--- src/rtl/nmea_pkg.sv ---
package nmea_pkg;

    localparam int MAX_LEN_DEFAULT = 128;

    localparam logic [1:0] KIND_NONE = 2'd0;
    localparam logic [1:0] KIND_GGA  = 2'd1;
    localparam logic [1:0] KIND_RMC  = 2'd2;

    localparam logic [3:0] CODE_NONE     = 4'd0;
    localparam logic [3:0] CODE_TIME     = 4'd1;
    localparam logic [3:0] CODE_FIX      = 4'd2;
    localparam logic [3:0] CODE_ALTITUDE = 4'd3;
    localparam logic [3:0] CODE_LAT      = 4'd4;
    localparam logic [3:0] CODE_NS       = 4'd5;
    localparam logic [3:0] CODE_LONG     = 4'd6;
    localparam logic [3:0] CODE_EW       = 4'd7;
    localparam logic [3:0] CODE_SPEED    = 4'd8;
    localparam logic [3:0] CODE_HEADING  = 4'd9;
    localparam logic [3:0] CODE_DATE     = 4'd10;

    localparam logic [7:0] COMMA      = 8'h2C;
    localparam logic [3:0] LAST_FIELD = 4'd8;
    localparam logic [6:0] INDEX_MAX  = 7'd127;
    localparam int         HDR_LEN    = 5;
    localparam int         BODY_START = 6;

    typedef struct packed {
        logic [1:0] sentence_type;
        logic [3:0] field_code;
        logic [7:0] field_char;
        logic [6:0] char_index;
        logic       char_valid;
    } result_t;

    function automatic logic [7:0] hdr_gga_char(input logic [2:0] p);
        logic [7:0] c;
        unique case (p)
            3'd0:    c = "G";
            3'd1:    c = "P";
            3'd2:    c = "G";
            3'd3:    c = "G";
            3'd4:    c = "A";
            default: c = 8'h00;
        endcase
        return c;
    endfunction

    function automatic logic [7:0] hdr_rmc_char(input logic [2:0] p);
        logic [7:0] c;
        unique case (p)
            3'd0:    c = "G";
            3'd1:    c = "P";
            3'd2:    c = "R";
            3'd3:    c = "M";
            3'd4:    c = "C";
            default: c = 8'h00;
        endcase
        return c;
    endfunction

    function automatic logic [3:0] code_for(input logic [1:0] k, input logic [3:0] f);
        logic [3:0] code;
        code = CODE_NONE;
        if (k == KIND_GGA)
        begin
            unique case (f)
                4'd0:    code = CODE_TIME;
                4'd5:    code = CODE_FIX;
                4'd8:    code = CODE_ALTITUDE;
                default: code = CODE_NONE;
            endcase
        end
        else if (k == KIND_RMC)
        begin
            unique case (f)
                4'd2:    code = CODE_LAT;
                4'd3:    code = CODE_NS;
                4'd4:    code = CODE_LONG;
                4'd5:    code = CODE_EW;
                4'd6:    code = CODE_SPEED;
                4'd7:    code = CODE_HEADING;
                4'd8:    code = CODE_DATE;
                default: code = CODE_NONE;
            endcase
        end
        return code;
    endfunction

endpackage

--- src/rtl/nmea_gga_rmc_field_extractor.sv ---
// takes one nmea character per cycle (no leading dollar sign) and gives exactly one result
// per character, in the cycle after the request is taken; a full rate of one character per
// cycle is sustained unless stalled, set by the single state update per character and the
// one-entry output register, whose ready is the downstream ready whenever a result is held
module nmea_gga_rmc_field_extractor #(
    parameter int MAX_LEN = nmea_pkg::MAX_LEN_DEFAULT
) (
    input  logic       clk,
    input  logic       rst_n,
    input  logic       in_valid,
    output logic       in_ready,
    input  logic [7:0] char_in,
    input  logic       sentence_start,
    output logic       out_valid,
    input  logic       out_ready,
    output logic [1:0] sentence_type,
    output logic [3:0] field_code,
    output logic [7:0] field_char,
    output logic [6:0] char_index,
    output logic       char_valid
);
    import nmea_pkg::*;

    result_t step_result;
    result_t held;
    logic    take;

    assign take = in_valid && in_ready;

    nmea_core #(
        .MAX_LEN(MAX_LEN)
    ) u_core (
        .clk            (clk),
        .rst_n          (rst_n),
        .take           (take),
        .char_in        (char_in),
        .sentence_start (sentence_start),
        .result         (step_result)
    );

    nmea_out u_out (
        .clk        (clk),
        .rst_n      (rst_n),
        .load_valid (in_valid),
        .load_ready (in_ready),
        .load_data  (step_result),
        .out_valid  (out_valid),
        .out_ready  (out_ready),
        .out_data   (held)
    );

    assign sentence_type = held.sentence_type;
    assign field_code    = held.field_code;
    assign field_char    = held.field_char;
    assign char_index    = held.char_index;
    assign char_valid    = held.char_valid;

endmodule

--- src/rtl/nmea_core.sv ---
module nmea_core #(
    parameter int MAX_LEN = nmea_pkg::MAX_LEN_DEFAULT
) (
    input  logic              clk,
    input  logic              rst_n,
    input  logic              take,
    input  logic [7:0]        char_in,
    input  logic              sentence_start,
    output nmea_pkg::result_t result
);
    import nmea_pkg::*;

    localparam int PW = $clog2(MAX_LEN + 1);
    localparam logic [PW-1:0] POS_LIMIT = PW'(MAX_LEN);
    localparam logic [PW-1:0] POS_HDR   = PW'(HDR_LEN);
    localparam logic [PW-1:0] POS_LASTH = PW'(HDR_LEN - 1);
    localparam logic [PW-1:0] POS_BODY  = PW'(BODY_START);
    localparam logic [PW-1:0] POS_BODY1 = PW'(BODY_START + 1);

    logic [PW-1:0] position_reg, position_next, pos_cur;
    logic [1:0]    header_match_reg, header_match_next, hm_cur;
    logic [1:0]    kind_reg, kind_next, kind_cur;
    logic [3:0]    field_number_reg, field_number_next, fn_cur;
    logic [6:0]    index_reg, index_next, idx_cur;
    logic          ffe_reg, ffe_next, ffe_cur;
    logic          finished_reg, finished_next, fin_cur;
    logic [3:0]    code;

    always_comb
    begin
        if (sentence_start)
        begin
            pos_cur = '0;
            hm_cur  = 2'b11;
            kind_cur = KIND_NONE;
            fn_cur  = '0;
            idx_cur = '0;
            ffe_cur = 1'b0;
            fin_cur = 1'b0;
        end
        else
        begin
            pos_cur = position_reg;
            hm_cur  = header_match_reg;
            kind_cur = kind_reg;
            fn_cur  = field_number_reg;
            idx_cur = index_reg;
            ffe_cur = ffe_reg;
            fin_cur = finished_reg;
        end

        position_next     = pos_cur;
        header_match_next = hm_cur;
        kind_next         = kind_cur;
        field_number_next = fn_cur;
        index_next        = idx_cur;
        ffe_next          = ffe_cur;
        finished_next     = fin_cur;
        result            = '0;
        code              = CODE_NONE;

        if (!fin_cur)
        begin
            if (pos_cur >= POS_LIMIT)
            begin
                finished_next = 1'b1;
            end
            else
            begin
                position_next = pos_cur + 1'b1;
                if (pos_cur < POS_HDR)
                begin
                    if (char_in != hdr_gga_char(pos_cur[2:0]))
                        header_match_next[0] = 1'b0;
                    if (char_in != hdr_rmc_char(pos_cur[2:0]))
                        header_match_next[1] = 1'b0;
                    if (pos_cur == POS_LASTH)
                    begin
                        priority if (header_match_next[0])
                            kind_next = KIND_GGA;
                        else if (header_match_next[1])
                            kind_next = KIND_RMC;
                        else
                            finished_next = 1'b1;
                    end
                end
                else if (pos_cur >= POS_BODY)
                begin
                    if (pos_cur == POS_BODY && char_in == COMMA)
                        ffe_next = 1'b1;
                    priority if (pos_cur == POS_BODY1 && ffe_cur && char_in == COMMA)
                    begin
                        finished_next = 1'b1;
                    end
                    else if (char_in == COMMA)
                    begin
                        if (fn_cur >= LAST_FIELD)
                            finished_next = 1'b1;
                        else
                            field_number_next = fn_cur + 1'b1;
                        index_next = '0;
                    end
                    else
                    begin
                        code = code_for(kind_cur, fn_cur);
                        if (code != CODE_NONE)
                        begin
                            result.field_code = code;
                            result.field_char = char_in;
                            result.char_index = idx_cur;
                            result.char_valid = 1'b1;
                        end
                        if (idx_cur < INDEX_MAX)
                            index_next = idx_cur + 1'b1;
                    end
                end
            end
        end

        result.sentence_type = kind_next;
    end

    always_ff @(posedge clk or negedge rst_n)
    begin
        if (!rst_n)
        begin
            position_reg     <= '0;
            header_match_reg <= 2'b11;
            kind_reg         <= KIND_NONE;
            field_number_reg <= '0;
            index_reg        <= '0;
            ffe_reg          <= 1'b0;
            finished_reg     <= 1'b1;
        end
        else if (take)
        begin
            position_reg     <= position_next;
            header_match_reg <= header_match_next;
            kind_reg         <= kind_next;
            field_number_reg <= field_number_next;
            index_reg        <= index_next;
            ffe_reg          <= ffe_next;
            finished_reg     <= finished_next;
        end
    end

endmodule

--- src/rtl/nmea_out.sv ---
module nmea_out (
    input  logic              clk,
    input  logic              rst_n,
    input  logic              load_valid,
    output logic              load_ready,
    input  nmea_pkg::result_t load_data,
    output logic              out_valid,
    input  logic              out_ready,
    output nmea_pkg::result_t out_data
);
    import nmea_pkg::*;

    logic    valid_reg;
    result_t data_reg;

    assign load_ready = !valid_reg || out_ready;
    assign out_valid  = valid_reg;
    assign out_data   = data_reg;

    always_ff @(posedge clk or negedge rst_n)
    begin
        if (!rst_n)
            valid_reg <= 1'b0;
        else if (load_ready)
            valid_reg <= load_valid;
    end

    always_ff @(posedge clk)
    begin
        if (load_valid && load_ready)
            data_reg <= load_data;
    end

endmodule

--- config.mk ---
export PLATFORM = sky130hd
export DESIGN_NAME = nmea_gga_rmc_field_extractor
export DESIGN_NICKNAME = d
export VERILOG_FILES = /design/src/rtl/nmea_pkg.sv /design/src/rtl/nmea_gga_rmc_field_extractor.sv /design/src/rtl/nmea_core.sv /design/src/rtl/nmea_out.sv
export SDC_FILE = /design/constraint.sdc
export NUM_CORES = 1
export LEC_CHECK = 0
export ABC_AREA = 1
export BUFFER_PORTS_ARGS = -buffer_cell sky130_fd_sc_hd__buf_2
export CORE_MARGIN = 10
export CORE_UTILIZATION = 30
export DETAILED_ROUTE_END_ITERATION = 10
export GPL_TIMING_DRIVEN = 0
export SLEW_MARGIN = 10
export SYNTH_ARGS = -nofsm -noshare
export SYNTH_HDL_FRONTEND = slang
export SYNTH_SLANG_ARGS = --single-unit
--- constraint.sdc ---
create_clock -name clk -period 3.3 [get_ports clk]
set_input_delay 0.66 -clock clk [delete_from_list [all_inputs] [get_ports clk]]
set_output_delay 0.66 -clock clk [all_outputs]
set_load 0.005 [all_outputs]
# Yosys cells after proc, flatten, opt, wreduce, memory -nomap -nowiden
# Cells that the tools add are included.
# totals
in_bits,13
output_inout_bits,24
reg_bits,48
word_cells,128
# classes
n_reduce_logical,12
magnitude_cmp,5
addsub,3
n_eq_ne,19
bitwise_logic,2
mux,74
# ops
op,count
2-to-1 mux 8 bit,9
2-to-1 mux 4 bit,16
2-to-1 mux 7 bit,8
one-hot mux 7 bit (5 select lines),1
one-hot mux 4 bit (7 select lines),1
2-to-1 mux 1 bit,26
"== test 8 x 3 -> 1 bit, second input constant",3
2-to-1 mux 2 bit,11
one-hot mux 7 bit (3 select lines),1
"== test 4 x 3 -> 1 bit, second input constant",4
!= test 8 bit,2
"adder 8 x 1 -> 8 bit, second input constant",1
"== test 4 x 2 -> 1 bit, second input constant",2
"== test 8 x 6 -> 1 bit, second input constant",1
"greater-or-equal comparator 8 x 3 -> 1 bit, second input constant",1
"greater-or-equal comparator 8 bit, second input constant",1
"less-than comparator 8 x 3 -> 1 bit, second input constant",1
"adder 7 x 1 -> 7 bit, second input constant",1
"less-than comparator 7 bit, second input constant",1
OR reduction 7 bit,1
"== test 3 x 2 -> 1 bit, second input constant",2
one-hot mux 2 bit (3 select lines),1
OR reduction 6 bit,1
"adder 4 x 1 -> 4 bit, second input constant",1
other kinds (14),18

# Logic depth before layout (Yosys ltp)
# logic_depth
depth_word,17
depth_mapped,18
depth_no_buf,18

# Modules after synthesis
# From an unflattened synthesis, not the netlist that was laid out.
# unflattened
hier_cells,406
hier_area_um2,3150.5
# by_module_without_submodules
module,n_inst,seq_area_each_um2,area_per_inst_um2,cells_each
nmea_core,1,629.4,2437.3,376
nmea_out,1,685.7,705.7,28
nmea_gga_rmc_field_extractor,1,0.0,7.5,2

# Worst setup path before layout
# Ideal clock, no wire load.
# synth_path
kind,input -> register
startpoint,in sentence_start
endpoint,"reg u_out.data_reg, in the netlist u_out.out_data[20] (data pin)"
setup_time_ps,252
required_time_ps,3048
arrival_ps,2342
path_stages,18
setup_slack_ps,706
path_cell_list,inv_4 > buf_6 > nand2_1 > inv_1 > ha_1 > or2_2 > nand2_1 > nand2_1 > nand2_1 > nand2_1 > inv_1 > nand2_1 > nor2_1 > nand3_1 > nand2_1 > nand2_1 > nand2_1 > nand2_1
# synth_lines
item,line,source
start: declaration,nmea_gga_rmc_field_extractor.sv:13,"input logic sentence_start,"
end signal: assignment,nmea_out.sv:31,data_reg <= load_data;
end: declaration,nmea_out.sv:14,result_t data_reg;

==> results.txt <==
----------------------------------------------------
[Run]
  Number of max-capacitance violations reported ... 0

[Pwr]
  Worst VDD drop ... 0.130 mV
  Power Density ... 417 nW/um2
  Total leakage power ... between 1.5 and 2 nW
  Total Power ... 1.48 mW

[Yosys]
  Area of the mapped netlist ... 3120 um2
  Primary flip-flop cell chosen by synthesis mapping ... dfrtp_1
  Portion of the post-synthesis area used by sequential elements ... 42.2%
  Mean post-synth cell area ... ~7.5 um2
  Post-synth cell types ... 40
  Gate count of the mapped netlist ... about 420
  Cell type with the highest aggregate area in the netlist ... edfxtp_1
  Async set or reset register ratio after synthesis ... 54.2%
  Cell types occupying the most area after synthesis ... edfxtp_1 (21%), dfrtp_1 (18%), nand2_1 (14%)
  Synthesized flop and latch total ... 48
  Area fraction of the dominant cell type after synthesis ... about a fifth
  Mapped Nets ... 441
  EDFF count, synth ... 22
  Synth warnings ... 0

[Timing]
  F_max ... 0.353 GHz
  Final count of negative-setup-slack endpoints ... 0
  Tightest Pin Transition ... 751 ps
  Minimum setup slack in the final design ... 464 ps
  Worst slew slack as a fraction of its limit ... 49.9%
  Hold violation total from the final report ... 0
  Final Max Tran Viols ... 0
  Period minus WS final ... 2840 ps
  Worst clock skew ... 8.91 ps
  Setup repair after global routing missed its margin ... false
  Hold WS ... roughly 370 ps
  Total negative slack ... 0 ps
  Ratio of final minimum period to clock period ... 85.9%

[GRT]
  Global-route wire length before repair ... roughly 13,000 um
  GRT Resource Usage Total ... between 10% and 20%
  Total congestion overflow after global routing ... 0
  Number of global-route vias before repair ... ~2,600
  Maximum number of pins on one net before global-route repair ... 32
  Initial antenna violation count ... 0

[Final layout]
  Most common library cell in the layout ignoring fill and taps ... nand2_1
  Footprint of the multi-input gates ... 1530 um2
  Final non-filler cell total ... 597
  Flip-flop count of the largest register after layout ... 22
  Number of antenna diodes ... 0
  Fraction of final layout cells with drive strength greater than 1 ... between 10% and 20%
  # fillers ... 1,063
  Commonest cells after routing, fill and taps aside ... nand2_1 (120), nor2_1 (62), inv_1 (57)
  Area of all sequential standard cells ... about 1300 um2
  Synth-to-layout area growth ... 13.8%
  Number of nets in the layout ... 484

[Floorplan]
  Core Region ... 10,200 um2
  Vertical die dimension ... between 100 and 150 um
  Number of placement rows ... 37
  # IOs ... 37
  Initial core utilization ... a little under a third
  Die Span X ... 122 um
  Die outline area ... around 15,000 um2

[Status]
  Status ... completed

[Placed design]
  Port-buffer cells ... 36
  Routability Congestion ... 0.925
  Post-detail-place hpwl ... 5950 um
  Place WS ... 153 ps
  Placed cell count ... between 500 and 600

[Worst setup path]
  Worst-path cell with the longest stage delay ... nor2_1
  Worst reg2reg startpoint ... u_core.position_reg[0]$_DFFE_PN0P_
  Worst Reg-to-Reg Cells ... 18
  CP dominant cell by count ... nand2_1
  Crit Path Class ... input port to flop
  Reg2Reg Setup Slack ... ~730 ps
  Buffers plus inverters on the worst setup path ... 5
  Req. time, crit path ... 3370 ps
  Data arrival time of the critical path ... about 2900 ps
  Capture instance of the worst register-to-register path ... u_out.out_data[20]$_DFFE_PP_
  Nature of the critical path endpoint ... flop
  Cell-by-cell trace of the critical path ... buf_2 > buf_4 > nor2_1 > inv_1 > ha_1 > inv_1 > nand3_1 > nand2_1 > nand2_1 > nand2_1 > nand2_1 > inv_1 > nand2_1 > nor2_1 > nand3_1 > nand2_1 > nand2_1 > nand2_1 > nand2_1
  Largest driver fanout on the critical path ... 10
  Crit-path leading delay family ... simple AND/OR/NAND/NOR gates
  Type of origin of the critical path ... input port
  Max incr delay on CP ... between 200 and 250 ps

[Min path]
  Worst hold path type ... input port to async pin

[Routing]
  Routed vias ... between 2,000 and 3,000
  DRT Pass-1 Iters ... 5
  Post-detailed-routing wire length ... 7620 um
  Drt wl/cell ... 12.8 um
  Residual antenna-violating net count after detailed routing ... 0
  Average vias per placed instance ... 4.63
  DRT iter0 DRCs ... 184
  DRC ... 0

[CTS]
  Total clock sinks ... 48
  CTS tree ... yes
  CTS-repair resized insts ... 0
  Setup Fix Bufs, Post-CTS ... 0
  Clk pin slew, worst setup/hold paths ... approximately 90 ps
  Number of buffers on the longest clock path ... 2
  Clock latency on the worst-skew pair ... 310 ps
  CTS Root Buffer Type ... clkbuf_8
  Number of buffers created by CTS ... 5
  Quantity of hold-fixing buffers added after cts ... 0
  Depth of the CTS H-tree ... 2

----------------------------------------------------
==> worst max path at each step <==
stage / start / endpoint / slack, ps / cells after the start
final: sentence_start / u_out.out_data[20]$_DFFE_PP_ / 460 / 19
after global routing: sentence_start / u_out.out_data[20]$_DFFE_PP_ / 170 / 19
after CTS: sentence_start / u_out.out_data[20]$_DFFE_PP_ / 460 / 19
after detailed placement: sentence_start / u_out.out_data[20]$_DFFE_PP_ / 150 / 19
after global placement: out_ready / u_core.index_reg[1]$_DFFE_PN0P_ / 150 / 9
after floorplan: sentence_start / u_out.out_data[20]$_DFFE_PP_ / 710 / 18
==> cell usage after synthesis, types with 6 or more instances <==
cell,instances
dfrtp_1,23
nand2_1,120
o21ai_1,8
nor2_1,62
inv_1,57
xor2_1,6
nand3_1,33
ha_1,11
nand4_1,9
edfxtp_1,22
a21oi_1,9
o21ai_0,6
==> final cells by class <==
cell class	count	area share [%]
buffer	4	0.987
clock buffer	7	2.15
clock inverter	1	0.106
inverter	63	6.73
multi-input combinational	302	43.1
sequential	48	37.1
tap	136	4.80
timing repair buffer	36	5.08
==> kinds of logic (layout without fill, tap and decap cells) <==
kind of cell	count (synthesis)	count (layout)	share of synthesized area [%]
flops	48	48	42.2
compound gates	34	34	6.46
buf+inv	67	111	8.75
simple gates	250	250	36.2
xor+xnor	7	7	1.97
fa+ha+maj	11	11	4.42
==> layer usage <==
layer	vias to the layer above	global-route usage, %	wire, um
li1	1419	-	-
met1	1265	12.1	3190
met2	70	18.7	3810
met3	10	1.90	481
met4	0	4.55	140
met5	-	0	0
==> report_power, final <==
part	internal (mW)	total (mW)	switching [mW]	leakage (nW)
Sequential	0.688	0.721	0.0338	0.552
Clock	0.148	0.345	0.197	0.0399
Combinational	0.140	0.413	0.273	1.16
==> through the flow <==
| step | area (um2) | utilization [%] |
|---|---|---|
| 6_report | 3550 | 34.7 |
| 5_1_grt | 3550 | 34.7 |
| 4_1_cts | 3550 | 34.7 |
| 3_5_place_dp | 3470 | 33.9 |
| 3_3_place_gp | 3470 | 33.9 |
| 2_1_floorplan | 3120 | - |
Power figures use the tool's default switching activity.
